<file path="config.mk">
export PLATFORM = sky130hd
export DESIGN_NAME = apps_ctrl
export DESIGN_NICKNAME = d
export VERILOG_FILES = /design/src/rtl/audio_pwm_playback_sequencer_macros.svh /design/src/rtl/apps_pkg.sv /design/src/rtl/apps_ctrl.sv
export SDC_FILE = /design/constraint.sdc
export NUM_CORES = 1
export LEC_CHECK = 0
export BUFFER_PORTS_ARGS = -buffer_cell sky130_fd_sc_hd__buf_2
export CORE_MARGIN = 5
export CORE_UTILIZATION = 25
export CTS_BUF_LIST = sky130_fd_sc_hd__clkbuf_4
export CTS_CLUSTER_DIAMETER = 150
export CTS_CLUSTER_SIZE = 14
export DETAILED_ROUTE_END_ITERATION = 8
export HOLD_SLACK_MARGIN = 0.1
export PLACE_DENSITY = 0.39
export SLEW_MARGIN = 40
export SYNTH_ARGS = -nofsm -noshare
export SYNTH_HDL_FRONTEND = slang
export SYNTH_SLANG_ARGS = --single-unit
export TNS_END_PERCENT = 100
</file>
<file path="constraint.sdc">
create_clock -name clk -period 3.72 [get_ports clk]
set_input_delay 0 -clock clk [delete_from_list [all_inputs] [get_ports clk]]
set_output_delay 0 -clock clk [all_outputs]
set_load 0.01 [all_outputs]
</file>
<file path="src/rtl/audio_pwm_playback_sequencer_macros.svh">
// Assertion helpers for the playback sequencer.
`ifndef AUDIO_PWM_PLAYBACK_SEQUENCER_MACROS_SVH
`define AUDIO_PWM_PLAYBACK_SEQUENCER_MACROS_SVH

`ifndef SYNTHESIS

// Same-cycle implication, checked outside reset.
`define APPS_ASSERT_SAME(lbl, clk, rst_n, ante, cons, msg) \
	lbl: assert property (@(posedge clk) disable iff (!rst_n) (ante) |-> (cons)) \
		else $error(msg);

// Next-cycle implication, checked outside reset.
`define APPS_ASSERT_NEXT(lbl, clk, rst_n, ante, cons, msg) \
	lbl: assert property (@(posedge clk) disable iff (!rst_n) (ante) |=> (cons)) \
		else $error(msg);

`else

`define APPS_ASSERT_SAME(lbl, clk, rst_n, ante, cons, msg)
`define APPS_ASSERT_NEXT(lbl, clk, rst_n, ante, cons, msg)

`endif

`endif

</file>
<file path="src/rtl/apps_pkg.sv">
`timescale 1ns / 1ps

package apps_pkg;

	// Command codes
	typedef enum logic [2:0] {
		OP_TICK   = 3'd0,
		OP_START  = 3'd1,
		OP_WRITE  = 3'd2,
		OP_COMMIT = 3'd3,
		OP_STOP   = 3'd4
	} op_t;

	// Configuration register indexes
	typedef enum logic [0:0] {
		CFG_STARTUP  = 1'b0,
		CFG_SHUTDOWN = 1'b1
	} cfg_idx_t;

	// Where the duty of a result comes from
	typedef enum logic [1:0] {
		DUTY_HOLD,
		DUTY_MID,
		DUTY_FLASH,
		DUTY_MEM
	} duty_sel_t;

	localparam logic [7:0]  MID_SCALE      = 8'd128;
	localparam logic [15:0] STARTUP_RESET  = 16'd1333;
	localparam logic [15:0] SHUTDOWN_RESET = 16'd8000;

	// Per-item status handed from control to the result pipeline
	typedef struct packed {
		duty_sel_t   duty_sel;
		logic [7:0]  flash;
		logic        reload;
		logic        amp_off;
		logic        playing;
		logic        ticking;
		logic [31:0] position;
	} step_t;

endpackage

</file>
<file path="src/rtl/apps_ctrl.sv">
`timescale 1ns / 1ps

module apps_ctrl import apps_pkg::*; #(
	parameter int BANK_DEPTH = 512
) (
	input  logic                              clk,
	input  logic                              arst_n,
	input  logic                              accept,
	input  logic [2:0]                        op,
	input  logic                              source,
	input  logic [31:0]                       stream_size,
	input  logic [7:0]                        flash_sample,
	input  logic                              bank,
	input  logic [8:0]                        index,
	input  logic [7:0]                        value,
	input  logic                              cfg_we,
	input  logic [0:0]                        cfg_index,
	input  logic [15:0]                       cfg_wdata,
	output step_t                             step,
	output logic                              mem_we,
	output logic [$clog2(BANK_DEPTH):0]       mem_waddr,
	output logic [7:0]                        mem_wdata,
	output logic                              mem_re,
	output logic [$clog2(BANK_DEPTH):0]       mem_raddr
);

	localparam int AW = $clog2(BANK_DEPTH);
	localparam int PW = AW + 1;
	localparam int IW = (PW > 9) ? PW : 9;
	localparam logic [PW-1:0] DEPTH_P = PW'(BANK_DEPTH);
	localparam logic [IW-1:0] DEPTH_I = IW'(BANK_DEPTH);

	// Configuration
	logic [15:0] startup_ticks_q, shutdown_ticks_q;

	// Sequencer state
	logic [15:0]   startup_cnt_q, startup_cnt_d;
	logic [15:0]   shutdown_cnt_q, shutdown_cnt_d;
	logic [31:0]   played_q, played_d;
	logic [31:0]   limit_q, limit_d;
	logic          src_q, src_d;
	logic          playing_q, playing_d;
	logic          amp_off_q, amp_off_d;
	logic          tick_en_q, tick_en_d;
	logic          active_q, active_d;
	logic [PW-1:0] rpos_q [2];
	logic [PW-1:0] rpos_d [2];

	logic [PW-1:0] cur_pos;
	logic [PW-1:0] pos_inc;
	logic [IW-1:0] idx_w;
	duty_sel_t     duty_sel;
	logic          reload;

	assign cur_pos = rpos_q[active_q];
	assign pos_inc = cur_pos + 1'b1;
	assign idx_w   = IW'(index);

	// Take configuration writes
	always_ff @(posedge clk or negedge arst_n) begin
		if (!arst_n) begin
			startup_ticks_q  <= STARTUP_RESET;
			shutdown_ticks_q <= SHUTDOWN_RESET;
		end else if (cfg_we) begin
			unique case (cfg_idx_t'(cfg_index))
				CFG_STARTUP:  startup_ticks_q  <= cfg_wdata;
				CFG_SHUTDOWN: shutdown_ticks_q <= cfg_wdata;
				default: ;
			endcase
		end
	end

	// Decode the item and work out the next state
	always_comb begin
		startup_cnt_d  = startup_cnt_q;
		shutdown_cnt_d = shutdown_cnt_q;
		played_d       = played_q;
		limit_d        = limit_q;
		src_d          = src_q;
		playing_d      = playing_q;
		amp_off_d      = amp_off_q;
		tick_en_d      = tick_en_q;
		active_d       = active_q;
		rpos_d         = rpos_q;
		duty_sel       = DUTY_HOLD;
		reload         = 1'b0;
		mem_we         = 1'b0;

		unique case (op_t'(op))
			OP_TICK: begin
				if (tick_en_q) begin
					if (startup_cnt_q < startup_ticks_q) begin
						duty_sel       = DUTY_MID;
						startup_cnt_d  = startup_cnt_q + 16'd1;
						shutdown_cnt_d = 16'd0;
					end else if (played_q < limit_q) begin
						shutdown_cnt_d = 16'd0;
						if (!src_q) begin
							duty_sel = DUTY_FLASH;
							played_d = played_q + 32'd1;
						end else if (cur_pos < DEPTH_P) begin
							duty_sel          = DUTY_MEM;
							played_d          = played_q + 32'd1;
							rpos_d[active_q]  = pos_inc;
							if (pos_inc == DEPTH_P) begin
								active_d = ~active_q;
								reload   = 1'b1;
							end
						end
					end else if (shutdown_cnt_q < shutdown_ticks_q) begin
						duty_sel       = DUTY_MID;
						shutdown_cnt_d = shutdown_cnt_q + 16'd1;
						playing_d      = 1'b0;
					end else begin
						tick_en_d      = 1'b0;
						amp_off_d      = 1'b1;
						startup_cnt_d  = 16'd0;
						shutdown_cnt_d = 16'd0;
						playing_d      = 1'b0;
					end
				end
			end
			OP_START: begin
				played_d  = 32'd0;
				playing_d = 1'b1;
				limit_d   = stream_size;
				src_d     = source;
				if (source) begin
					rpos_d[0] = DEPTH_P;
					rpos_d[1] = DEPTH_P;
					active_d  = 1'b0;
				end
				amp_off_d = 1'b0;
				tick_en_d = 1'b1;
			end
			OP_WRITE: begin
				mem_we = idx_w < DEPTH_I;
			end
			OP_COMMIT: begin
				rpos_d[bank] = '0;
			end
			OP_STOP: begin
				if (playing_q) begin
					limit_d = 32'd0;
				end
			end
			default: ;
		endcase
	end

	// Drive memory ports and item status
	always_comb begin
		mem_waddr     = {bank, idx_w[AW-1:0]};
		mem_wdata     = value;
		mem_re        = accept && (duty_sel == DUTY_MEM);
		mem_raddr     = {active_q, cur_pos[AW-1:0]};
		step.duty_sel = duty_sel;
		step.flash    = flash_sample;
		step.reload   = reload;
		step.amp_off  = amp_off_d;
		step.playing  = playing_d;
		step.ticking  = tick_en_d;
		step.position = played_d;
	end

	// Commit state on each accepted item
	always_ff @(posedge clk or negedge arst_n) begin
		if (!arst_n) begin
			startup_cnt_q  <= 16'd0;
			shutdown_cnt_q <= 16'd0;
			played_q       <= 32'd0;
			src_q          <= 1'b0;
			playing_q      <= 1'b0;
			amp_off_q      <= 1'b1;
			tick_en_q      <= 1'b0;
			active_q       <= 1'b0;
			rpos_q[0]      <= '0;
			rpos_q[1]      <= '0;
		end else if (accept) begin
			startup_cnt_q  <= startup_cnt_d;
			shutdown_cnt_q <= shutdown_cnt_d;
			played_q       <= played_d;
			src_q          <= src_d;
			playing_q      <= playing_d;
			amp_off_q      <= amp_off_d;
			tick_en_q      <= tick_en_d;
			active_q       <= active_d;
			rpos_q         <= rpos_d;
		end
	end

	// Stream length is written by start before any use
	always_ff @(posedge clk) begin
		if (accept) begin
			limit_q <= limit_d;
		end
	end

	// The write port and read port never serve the same item, and a byte written
	// by one item is visible to a read issued by the next.
	// Bank address modulo the depth comes from the low bits of the position.

endmodule

</file>
==> metrics.md, run 1 <==
| Metric | Value |
|---|---|
| Outcome | `finished clean` |
| Top_reg_cell synth | `dfrtp_1` |
| Gr ovfl total | `0` |
| Post-route DRC | `0` |
| Clock Tree Root | `clkbuf_4` |
| Full die area | `0.0432 mm^2` |
| Detailed-router iteration count before antenna repair | `4` |
| Layout cells sized above 1 | `22.2%` |
| Routed vias | `8400` |
| Least-Margin Pin Slew | `around 0.73 ns` |
| Final cell count without fillers | `1815` |
| Total core area | `between 0.03 and 0.04 mm^2` |
| Row cnt | `72` |
| Slowest-stage cell, CP | `dfstp_2` |
| Cells on worst reg2reg path | `10` |
| RSZ-0062 raised after global routing | `yes` |
| Crit path depth | `13` |
| WHS Path Cells | `3` |
| Critical path class | `flop to output port` |
| Worst setup EP type | `output port` |
| Fin. Hold Viols | `0` |
| Avg WL per Cell | `16.7 um` |
| Max-slew violations | `0` |
| CTS tree | `yes` |
| First-iteration detailed-routing DRC count | `439` |
| Commonest cells after routing, fill and taps aside | `nand2_1, buf_2, dlygate4sd3_1` |
| Net Count, Synth | `roughly 1200` |
| Worst min-delay path class | `input port to flop` |
| Share of synthesized registers carrying an async set or reset | `79.1%` |
| Gate Count Post-Synth | `approximately 1100` |
| Aggregate global-route resource usage | `13.8%` |
| Static Leakage | `5.68 nW` |
| First-pass GRT wire length | `48.2 mm` |
| Hold Slack | `0.184 ns` |
| Largest net degree at the start of global routing | `a little over 60` |
| Final Net Count | `1431` |
| CP Launch Type | `flop` |
| Number of enable flip-flop cells after synthesis | `32` |
| HPWL after DPL | `between 20 and 25 mm` |
| Data arrival time of the worst path | `about 3.7 ns` |
| Die X | `roughly 210 um` |
| Crit path cell chain | `inv_2 -> ha_4 -> nand4_1 -> nor4_2 -> a22o_2 -> o211ai_1 -> buf_4 -> nor3_4 -> buf_6 -> nand2_4 -> or4_1 -> nand2_1 -> buf_2` |
| Initial antenna violation count | `1` |
| IO Pins | `roughly 160` |
| Register clock-pin slew on the reported worst setup and hold paths | `about 0.15 ns` |
| Clock buffer depth | `2` |
| Post-synth cell types | `69` |
| Total CTS buffers | `17` |
| Post-Syn Area | `about 0.01 mm^2` |
| PortBufs | `roughly 110` |
| Synth-to-layout area growth | `27.8%` |
| Synth Register Bits | `153` |
| Gpl congestion | `0.774` |
| Rel. slew slack | `51.1%` |
| Buf/Inv on CP | `4` |
| Final setup fails | `0` |
| Clock Sinks | `153` |
| Vias per cell | `4.63` |
| Delay-heaviest family, CP | `simple AND/OR/NAND/NOR gates` |
| Routed Antenna Nets | `0` |
| WL final | `30.3 mm` |
| Vias in the first global route | `around 8500` |
| DP Cell Count | `approximately 1600` |
| FF-to-FF setup slack | `approximately 0.08 ns` |
| Worst Path Max Fanout | `6` |
| Worst endpoint required time | `3.72 ns` |
| Setup Skew | `0.0354 ns` |
| Syn Area/Cell | `9.05 um^2` |
| Worst-Skew Late Latency | `0.62 ns` |
| Commonest non-fill, non-tap cell in the layout | `nand2_1` |
| Die height | `208 um` |
| Fin crit share | `between 90% and 100%` |
| Max cap viols | `0` |
| H-tree levels | `4` |
| Yosys warns | `0` |
| PD cells | `283 mW/mm^2` |
| Max incr delay on CP | `0.55 ns` |
| Final min period | `3.65 ns` |
| Initial Utilization | `25.3%` |
| Sequential area share after synthesis | `41.0%` |
| VDD IR max | `171 uV` |
| Fmax | `~270 MHz` |
## final cells by class
| type | instances | area, um^2 |
|---|---|---|
| antenna | 2 | 5.00 |
| sequential | 153 | 4020 |
| fill | 4087 | 26200 |
| clock buffer | 20 | 150 |
| timing repair buffer | 262 | 2030 |
| tap | 518 | 648 |
| inverter | 86 | 323 |
| clock inverter | 12 | 126 |
| multi-input combinational | 762 | 5190 |
## power breakdown
part | switching (mW) | internal [mW]
clock network | 0.674 | 0.417
registers | 0.0683 | 1.82
logic | 0.296 | 0.265
## per-layer routing
metal	routed length (um)	global-route usage [%]
met1	14700	19.1
met2	14200	22.4
met4	487	3.81
met3	960	2.46
met5	0	0
## path summary, 6_finish.rpt
path / from / end
setup / recovery: startup_ticks_q[10]$_DFFE_PN1P_ / step[31]
hold / removal: cfg_wdata[6] / shutdown_ticks_q[6]$_DFFE_PN1P_
setup reg to reg: startup_ticks_q[10]$_DFFE_PN1P_ / flop
hold reg to reg: flop / flop
max in group asynchronous: arst_n / played_q[5]$_DFFE_PN0P_
min in group asynchronous: arst_n / startup_ticks_q[8]$_DFFE_PN1P_
## what timing repair did
item	CTS	global route
hold endpoints to repair	228	0
pin swaps	4	21
hold buffers	105	0
setup buffers	7	25
resized for setup	12	39
endpoints found under the setup margin	26	32
## worst min-delay path, stage by stage
cell	delay, ns
dlygate4sd3_1	0.52
buf_2	0.10
mux2_2	0.13
## cell families after synthesis
kind of cell / Yosys count / share of synthesized area, %
DFF: 153 / 41.0
xor gates and xnor gates: 44 / 3.94
muxes: 34 / 3.79
and+or+nand+nor: 414 / 21.9
adders and majority gates: 66 / 8.45
buffers and inverters: 165 / 7.99
AOI/OAI and AO/OA: 204 / 13.0
## Yosys cell counts, types with 4 or more instances
| master | number | area, um^2 |
|---|---|---|
| dfrtp_1 | 108 | 2700 |
| nor3_1 | 9 | 45.0 |
| and3_1 | 21 | 131 |
| a31oi_1 | 9 | 56.3 |
| nor2b_1 | 41 | 257 |
| buf_4 | 36 | 270 |
| clkbuf_1 | 27 | 101 |
| xor2_1 | 13 | 114 |
| inv_1 | 86 | 323 |
| nand3_1 | 51 | 255 |
| dfstp_2 | 13 | 342 |
| buf_1 | 5 | 18.8 |
| and4_1 | 4 | 35.0 |
| edfxtp_1 | 32 | 961 |
| o31ai_1 | 18 | 135 |
| mux2_2 | 24 | 270 |
| o211ai_1 | 6 | 45.0 |
| a21oi_1 | 48 | 240 |
| nor4_1 | 8 | 50.1 |
| xnor2_1 | 31 | 272 |
| buf_2 | 9 | 45.0 |
| or3_1 | 19 | 119 |
| or4_1 | 4 | 30.0 |
| nand2_1 | 118 | 443 |
| a21o_1 | 7 | 52.6 |
| nor2_1 | 74 | 278 |
| a22o_1 | 5 | 43.8 |
| a221o_1 | 8 | 80.1 |
| nand4_1 | 23 | 144 |
| ha_1 | 66 | 826 |
| nor3b_1 | 5 | 37.5 |
| and2_1 | 9 | 56.3 |
| mux2i_1 | 10 | 100 |
| o311ai_0 | 4 | 35.0 |
| o21ai_0 | 78 | 390 |
## metrics by stage
stage,power (mW),setup WS (ns),setup TNS [ns],cell area [um^2],util [%]
finish,3.54,0.0672,0,12500,32.3
global route,3.76,-0.116,-1.57,12500,32.3
CTS,3.60,0.0104,0,12100,31.4
detailed placement,2.36,0.291,0,10700,27.7
global placement,2.36,0.337,0,10700,27.7
floorplan,2.20,0.690,0,9780,-
(Power assumes the default switching activity.)
==> run 2, diff against run 1 <==
--- a/config.mk
+++ b/config.mk
@@ -5,12 +5,13 @@
 export SDC_FILE = /design/constraint.sdc
 export NUM_CORES = 1
 export LEC_CHECK = 0
+export ABC_AREA = 1
 export BUFFER_PORTS_ARGS = -buffer_cell sky130_fd_sc_hd__buf_2
 export CORE_MARGIN = 5
 export CORE_UTILIZATION = 25
 export CTS_BUF_LIST = sky130_fd_sc_hd__clkbuf_4
 export CTS_CLUSTER_DIAMETER = 150
-export CTS_CLUSTER_SIZE = 14
+export CTS_CLUSTER_SIZE = 40
 export DETAILED_ROUTE_END_ITERATION = 8
 export HOLD_SLACK_MARGIN = 0.1
 export PLACE_DENSITY = 0.39
==> run 2 against run 1 <==
Net effect: combinational power increased by 120%; critical path depth decreased by 1; non-clock buffer count decreased by 24; setup slack improved by 0.35 ns; largest cell class unchanged; clock power increased by 8%; maximum frequency increased by 11%; area after synthesis increased by 6.6%; critical path type unchanged; final cell count increased by 17%; global-route usage decreased by 0.38 points; clock-buffer cell count increased by 1; first-iteration DRC count increased by 5.5%; final area increased by 2.6%.
==> metrics.md, run 2 <==
| Metric | Value |
|---|---|
| Outcome | `finished clean (unchanged)` |
| Final core occ | `31.3% (was 32.3%)` |
| Die X | `214 um (was 208 um)` |
| Initial Utilization | `25.4% (was 25.3%)` |
| DP Cell Count | `1971 (was 1646)` |
| Avg WL per Cell | `14.5 um (was 16.7 um)` |
| Fmax | `303 MHz (was 274 MHz)` |
| Post-DP Area | `0.0113 mm^2 (was 0.0107 mm^2)` |
| CP Launch Type | `flop (unchanged)` |
| Post-Route Setup TNS | `0 ns (unchanged)` |
| Final setup fails | `0 (unchanged)` |
| Data arrival time of the worst path | `3.30 ns (was 3.65 ns)` |
| Syn Area/Cell | `7.48 um^2 (was 9.05 um^2)` |
| Fin crit share | `88.8% (was 98.2%)` |
| Critical path class | `flop to output port (unchanged)` |
| Synth cell count leaders | `nand2_1, inv_1, dfrtp_1, nor2_1, o21ai_0 (was nand2_1, dfrtp_1, inv_1, o21ai_0, nor2_1)` |
| Setup Skew | `0.0284 ns (was 0.0354 ns)` |
| Least-Margin Pin Slew | `0.694 ns (was 0.732 ns)` |
| First-iteration detailed-routing DRC count | `463 (was 439)` |
| First-pass GRT wire length | `50.4 mm (was 48.2 mm)` |
| Final cell count without fillers | `2124 (was 1815)` |
| Commonest non-fill, non-tap cell in the layout | `nand2_1 (unchanged)` |
| RSZ-0062 raised after global routing | `no (was yes)` |
| Yosys top cell area share | `25.9% (was 27.6%)` |
| Full die area | `0.0459 mm^2 (was 0.0432 mm^2)` |
| PortBufs | `108 (unchanged)` |
| H-tree levels | `4 (unchanged)` |
| Worst min-delay path class | `input port to flop (unchanged)` |
| Routed vias | `9266 (was 8400)` |
| Internal power | `2.92 mW (was 2.50 mW)` |
| Multi-input gate area | `0.00506 mm^2 (was 0.00519 mm^2)` |
| Worst endpoint required time | `3.72 ns (about the same)` |
| Post-synth cell types | `51 (was 69)` |
| Post-route DRC | `0 (unchanged)` |
| HPWL after DPL | `21.8 mm (was 20.6 mm)` |
| Synth Register Bits | `153 (unchanged)` |
| Sw Ratio | `35.6% (was 29.3%)` |
| Hold Path Origin | `cfg_wdata[4] (was cfg_wdata[6])` |
| Max cap viols | `0 (unchanged)` |
| Seq pwr share | `46.3% (was 53.3%)` |
| Worst Path Max Fanout | `58 (was 6)` |
| WHS Path Cells | `4 (was 3)` |
| Cells on worst reg2reg path | `12 (was 10)` |
| Total CTS buffers | `17 (unchanged)` |
| Final min period | `3.30 ns (was 3.65 ns)` |
| Gate Count Post-Synth | `1394 (was 1080)` |
| Synth-to-layout area growth | `23.0% (was 27.8%)` |
| Max-slew violations | `0 (unchanged)` |
| VDD IR max | `135 uV (was 171 uV)` |
| Share of synthesized registers carrying an async set or reset | `79.1% (unchanged)` |
| WL final | `30.7 mm (was 30.3 mm)` |
| Net Count, Synth | `1543 (was 1229)` |
| Top_reg_cell synth | `dfrtp_1 (unchanged)` |
| Final Net Count | `1726 (was 1431)` |
| Rel. slew slack | `53.6% (was 51.1%)` |
| Largest net degree at the start of global routing | `61 (was 62)` |
| Clk pwr share | `26.0% (was 30.8%)` |
| Routed Antenna Nets | `0 (unchanged)` |
| Die height | `214 um (was 208 um)` |
| Total core area | `0.0410 mm^2 (was 0.0386 mm^2)` |
| Vias per cell | `4.36 (was 4.63)` |
| Number of enable flip-flop cells after synthesis | `32 (unchanged)` |
| Sequential area share after synthesis | `38.4% (was 41.0%)` |
| Clock buffer depth | `2 (unchanged)` |
| Reg-to-Reg Start | `played_q[15]$_DFFE_PN0P_ (was startup_ticks_q[10]$_DFFE_PN1P_)` |
| Largest area contributor in the netlist | `dfrtp_1 (unchanged)` |
| PD cells | `353 mW/mm^2 (was 283 mW/mm^2)` |
| Yosys warns | `0 (unchanged)` |
| PostCTS Resize Cnt | `0 (was 12)` |
| Worst setup EP type | `output port (unchanged)` |
| Comb power frac | `27.7% (was 15.9%)` |
| Worst min-delay path endpoint | `startup_ticks_q[4]$_DFFE_PN1P_ (was shutdown_ticks_q[6]$_DFFE_PN1P_)` |
| Fin. Hold Viols | `0 (unchanged)` |
| Row cnt | `74 (was 72)` |
| Aggregate global-route resource usage | `13.5% (was 13.8%)` |
| Most common cell in the netlist | `nand2_1 (unchanged)` |
| FILL cells | `4490 (was 4087)` |
| IO Pins | `159 (unchanged)` |
| Gr ovfl total | `0 (unchanged)` |
| CTS tree | `yes (unchanged)` |
| Clock Sinks | `153 (unchanged)` |
| Sw Pwr | `1.61 mW (was 1.04 mW)` |
| Final instance area | `0.0128 mm^2 (was 0.0125 mm^2)` |
| Register clock-pin slew on the reported worst setup and hold paths | `0.15 ns (about the same)` |
| Commonest cells after routing, fill and taps aside | `nand2_1, inv_1, dlygate4sd3_1 (was nand2_1, buf_2, dlygate4sd3_1)` |
| Reg area | `0.00401 mm^2 (was 0.00402 mm^2)` |
| Vias in the first global route | `9118 (was 8490)` |
| Gpl congestion | `0.772 (was 0.774)` |
| Initial antenna violation count | `1 (unchanged)` |
| Layout cells sized above 1 | `14.6% (was 22.2%)` |
| Post-Syn Area | `0.0104 mm^2 (was 0.00978 mm^2)` |
| Detailed-router iteration count before antenna repair | `5 (was 4)` |
| FF-to-FF setup slack | `0.91 ns (was 0.08 ns)` |
| Static Leakage | `6.30 nW (was 5.68 nW)` |
| Clock Tree Root | `clkbuf_4 (unchanged)` |
| Worst-Skew Late Latency | `0.61 ns (was 0.62 ns)` |
| Area contributors post-synth | `dfrtp_1, nand2_1, edfxtp_1 (was dfrtp_1, edfxtp_1, ha_1)` |
==> run 2: area by class of cell <==
type | instances | share of cell area, %
Clock inverter | 11 | 1.16
Tap cell | 532 | 5.19
Multi-Input combinational cell | 924 | 39.4
Clock buffer | 21 | 1.23
Timing Repair Buffer | 238 | 14.6
Antenna cell | 2 | 0.0390
Inverter | 243 | 7.11
Sequential cell | 153 | 31.2
==> run 2: routing by layer <==
| metal | GRT usage, % | wire [um] |
|---|---|---|
| met1 | 19.1 | 15800 |
| met2 | 21.5 | 13800 |
| met3 | 2.47 | 827 |
| met4 | 2.98 | 305 |
| met5 | 0 | 0 |
==> run 2: critical path: stages, from the launching register on <==
cell      delay (ns)
dfrtp_1         0.50
ha_1            0.33
nand2_1         0.07
o21a_1          0.18
nand2_1         0.08
nand2_1         0.05
nand2_1         0.26
nand3_2         0.17
nor2_4          0.16
buf_12          0.29
nand3b_1        0.15
a21oi_1         0.25
buf_2           0.18
==> run 2: metrics by stage <==
stage	hold slack, ns	total power [mW]	setup WS, ns
global route	0.154	4.88	0.116
global placement	0.0000686	3.28	0.909
CTS	0.134	4.63	0.301
finish	0.211	4.53	0.416
floorplan	-0.296	2.91	1.59
detailed placement	0.0000686	3.29	0.832
==> run 2: kinds of logic (layout without fill, tap and decap cells) <==
logic type	count (synthesis)	in the layout	synth area share [%]
XOR/XNOR	28	28	2.35
AO/OA/AOI/OAI	167	167	9.05
adder cells (fa/ha/maj)	66	66	7.92
flip-flops	153	153	38.4
buffers and inverters	317	513	13.2
other	0	2	0
AND/OR/NAND/NOR	663	663	29.1
==> run 2: worst max-delay path by stage <==
stage | start | end | slack (ns) | cells past startpoint
after global placement | startup_ticks_q[2]$_DFFE_PN1P_ | flop | 0.91 | 14
after CTS | startup_ticks_q[2]$_DFFE_PN1P_ | mem_re | 0.30 | 15
after global routing | active_q$_DFFE_PN0P_ | step[35] | 0.12 | 12
final | startup_cnt_q[7]$_DFFE_PN0P_ | step[9] | 0.42 | 12
after detailed placement | startup_ticks_q[2]$_DFFE_PN1P_ | flop | 0.83 | 14
after floorplan | played_q[25]$_DFFE_PN0P_ | played_q[0]$_DFFE_PN0P_ | 1.59 | 14
==> run 2: repair_timing <==
item | CTS | global route
buffers inserted | 0 | 0
hold buffers | 119 | 0
hold endpoints to repair | 266 | 0
==> run 2: power by group through the flow <==
stage               Combinational [mW]  Sequential (mW)  Clock, mW
finish                            1.25             2.10       1.18
global route                      1.45             2.13       1.30
CTS                               1.28             2.10       1.24
detailed placement                1.16             2.13          0
global placement                  1.15             2.13          0
floorplan                        0.837             2.07          0
==> run 3, diff against run 2 <==
--- a/config.mk
+++ b/config.mk
@@ -15,6 +15,7 @@
 export DETAILED_ROUTE_END_ITERATION = 8
 export HOLD_SLACK_MARGIN = 0.1
 export PLACE_DENSITY = 0.39
+export REMOVE_ABC_BUFFERS = 1
 export SLEW_MARGIN = 40
 export SYNTH_ARGS = -nofsm -noshare
 export SYNTH_HDL_FRONTEND = slang
==> run 3 against run 2 <==
Net effect: combinational power is 4% higher; setup slack worse by 0.16 ns; first-iteration DRC count is 22% higher; critical path depth is 4 higher; sequential cell count stayed put; non-clock buffer count is 12 higher; global-route usage is 0.20 points higher.
==> metrics.md, run 3 (synthesis gave the netlist of run 2 again) <==
| Metric | Value |
|---|---|
| Outcome | `finished clean (unchanged)` |
| Setup crit end | `active_q$_DFFE_PN0P_ (was step[9])` |
| FF-to-FF setup slack | `0.26 ns (was 0.91 ns)` |
| Aggregate global-route resource usage | `13.7% (was 13.5%)` |
| Crit path depth | `16 (was 12)` |
| Most used cell along the critical path | `nand2_1 (unchanged)` |
| CP Launch Type | `flop (unchanged)` |
| Worst endpoint required time | `4.24 ns (was 3.72 ns)` |
| Full die area | `0.0459 mm^2 (unchanged)` |
| PD cells | `346 mW/mm^2 (was 353 mW/mm^2)` |
| Worst min-delay path class | `input port to flop (unchanged)` |
| RSZ-0062 raised after global routing | `no (unchanged)` |
| First-pass GRT wire length | `51.0 mm (was 50.4 mm)` |
| DP Worst Slack | `0.898 ns (was 0.832 ns)` |
| Setup Skew | `0.0339 ns (was 0.0284 ns)` |
| Clock Tree Root | `clkbuf_4 (unchanged)` |
| Crit path cell chain | `inv_2 -> nor2_1 -> nor2_2 -> ha_1 -> nand3_1 -> nor2_1 -> nand2_1 -> xor2_2 -> nand2_1 -> nor2_1 -> nand2_1 -> nand2_1 -> nand4_1 -> dlygate4sd3_1 -> nand2_1 -> dlygate4sd3_1 (was ha_1 -> nand2_1 -> o21a_1 -> nand2_1 -> nand2_1 -> nand2_1 -> nand3_2 -> nor2_4 -> buf_12 -> nand3b_1 -> a21oi_1 -> buf_2)` |
| HPWL after DPL | `22.3 mm (was 21.8 mm)` |
| Critical path class | `flop to flop (was flop to output port)` |
| Rel. slew slack | `55.9% (was 53.6%)` |
| Total CTS buffers | `17 (unchanged)` |
| Commonest cells after routing, fill and taps aside | `nand2_1, inv_1, dlygate4sd3_1 (unchanged)` |
| Post-Route Setup TNS | `0 ns (unchanged)` |
| Max incr delay on CP | `0.58 ns (was 0.50 ns)` |
| Total Power | `4.45 mW (was 4.53 mW)` |
| Final min period | `3.46 ns (was 3.30 ns)` |
| Reg-to-Reg Start | `active_q$_DFFE_PN0P_ (was played_q[15]$_DFFE_PN0P_)` |
| Crit. Startpoint | `active_q$_DFFE_PN0P_ (was startup_cnt_q[7]$_DFFE_PN0P_)` |
| Register clock-pin slew on the reported worst setup and hold paths | `0.13 ns (was 0.15 ns)` |
| WHS Path Cells | `4 (unchanged)` |
| Die height | `214 um (unchanged)` |
| Vias per cell | `4.44 (was 4.36)` |
| Die X | `214 um (unchanged)` |
| Synth-to-layout area growth | `23.5% (was 23.0%)` |
| Fmax | `289 MHz (was 303 MHz)` |
| Max cap viols | `0 (unchanged)` |
| Routed Antenna Nets | `0 (unchanged)` |
| Cells on worst reg2reg path | `16 (was 12)` |
| Max-slew violations | `0 (unchanged)` |
| Initial Utilization | `25.4% (unchanged)` |
| First-iteration detailed-routing DRC count | `566 (was 463)` |
| Worst setup EP type | `flop (was output port)` |
| Clock Sinks | `153 (unchanged)` |
| H-tree levels | `4 (unchanged)` |
| IO Pins | `159 (unchanged)` |
| RR Endpoint | `active_q$_DFFE_PN0P_` |
| VDD IR max | `201 uV (was 135 uV)` |
| Gr ovfl total | `0 (unchanged)` |
| Worst-Skew Late Latency | `0.59 ns (was 0.61 ns)` |
| Slowest-stage cell, CP | `dlygate4sd3_1 (was dfrtp_1)` |
| Delay-heaviest family, CP | `buffers and inverters (was simple AND/OR/NAND/NOR gates)` |
| Initial antenna violation count | `2 (was 1)` |
| Post-route DRC | `0 (unchanged)` |
| Largest net degree at the start of global routing | `61 (unchanged)` |
| Final setup fails | `0 (unchanged)` |
| WL final | `31.7 mm (was 30.7 mm)` |
| Fin. Hold Viols | `0 (unchanged)` |
| PortBufs | `108 (unchanged)` |
| Worst Path Max Fanout | `9 (was 58)` |
| Routed vias | `9472 (was 9266)` |
| CTS tree | `yes (unchanged)` |
| Final worst-path setup slack | `0.257 ns (was 0.416 ns)` |
| Layout cells sized above 1 | `14.7% (was 14.6%)` |
| DP Cell Count | `1972 (was 1971)` |
| Commonest non-fill, non-tap cell in the layout | `nand2_1 (unchanged)` |
| Final cell count without fillers | `2135 (was 2124)` |
| Final Net Count | `1738 (was 1726)` |
| Hold Slack | `0.237 ns (was 0.211 ns)` |
| FILL cells | `4413 (was 4490)` |
| Vias in the first global route | `9309 (was 9118)` |
| Data arrival time of the worst path | `3.98 ns (was 3.30 ns)` |
| Row cnt | `74 (unchanged)` |
| Least-Margin Pin Slew | `0.660 ns (was 0.694 ns)` |
| Gpl congestion | `0.815 (was 0.772)` |
| Clock buffer depth | `2 (unchanged)` |
| Buf/Inv on CP | `3 (was 2)` |
| Total core area | `0.0410 mm^2 (unchanged)` |
| Fin crit share | `93.1% (was 88.8%)` |
| Avg WL per Cell | `14.9 um (was 14.5 um)` |
| Static Leakage | `6.34 nW (was 6.30 nW)` |
| Detailed-router iteration count before antenna repair | `5 (unchanged)` |
==> run 3: cell count changes in the layout (fill, tap and decap cells not counted), moves of 2 or more <==
cell and delta:
clkinv_2 +4, clkinv_4 -2, buf_12 -2, clkinv_1 +3, buf_4 +7, clkinvlp_4 -2, dlygate4sd3_1 +6
==> run 3: worst min-delay path, stage by stage <==
cell and delay (ns):
dlygate4sd3_1 0.53, buf_2 0.12, inv_1 0.05, o21ai_0 0.07
==> run 3: layer usage <==
metal / routed length, um / vias to the layer above / track usage [%]
met5: 0 / - / 0
met3: 999 / 29 / 2.64
met2: 14800 / 137 / 22.3
li1: - / 4830 / -
met4: 436 / 0 / 3.18
met1: 15500 / 4476 / 18.8
==> run 3: final cells by class <==
type | instances | area (um^2) | area share [%]
inverters | 243 | 912 | 7.09
repair buffers | 250 | 1950 | 15.2
clock buffers | 21 | 158 | 1.22
well taps | 532 | 666 | 5.17
clock inverters | 11 | 108 | 0.836
multi-input cells | 924 | 5060 | 39.3
flip-flops and latches | 153 | 4010 | 31.1
diodes | 1 | 2.50 | 0.0194
==> run 3: how the worst min path moves through the flow <==
stage	start	slack [ns]	endpoint
after floorplan	arst_n	-0.30	asynchronous set/reset pin
after global placement	index[3]	0.0001	mem_waddr[3]
after CTS	cfg_wdata[8]	0.15	shutdown_ticks_q[8]$_DFFE_PN1P_
after global routing	cfg_wdata[8]	0.18	shutdown_ticks_q[8]$_DFFE_PN1P_
final	cfg_wdata[6]	0.24	startup_ticks_q[6]$_DFFE_PN0P_
after detailed placement	index[3]	0.0001	mem_waddr[3]
==> run 3: per-stage QoR <==
step | cell area, um^2 | util, %
floorplan | 9960 | -
global placement | 11300 | 27.5
detailed placement | 11300 | 27.5
CTS | 12800 | 31.3
global route | 12900 | 31.4
finish | 12900 | 31.4
==> run 3: what timing repair did <==
item | CTS | global route
hold endpoints to repair | 253 | 0
endpoints found under the setup margin | 0 | 2
hold buffers | 125 | 0
resized for setup | 0 | 2
setup buffers | 0 | 5
==> run 3: where the power goes <==
group / total [mW] / internal [mW] / switching (mW)
registers: 2.10 / 1.92 / 0.181
clock network: 1.06 / 0.418 / 0.641
logic: 1.30 / 0.529 / 0.769
total: 4.45 / 2.86 / 1.59
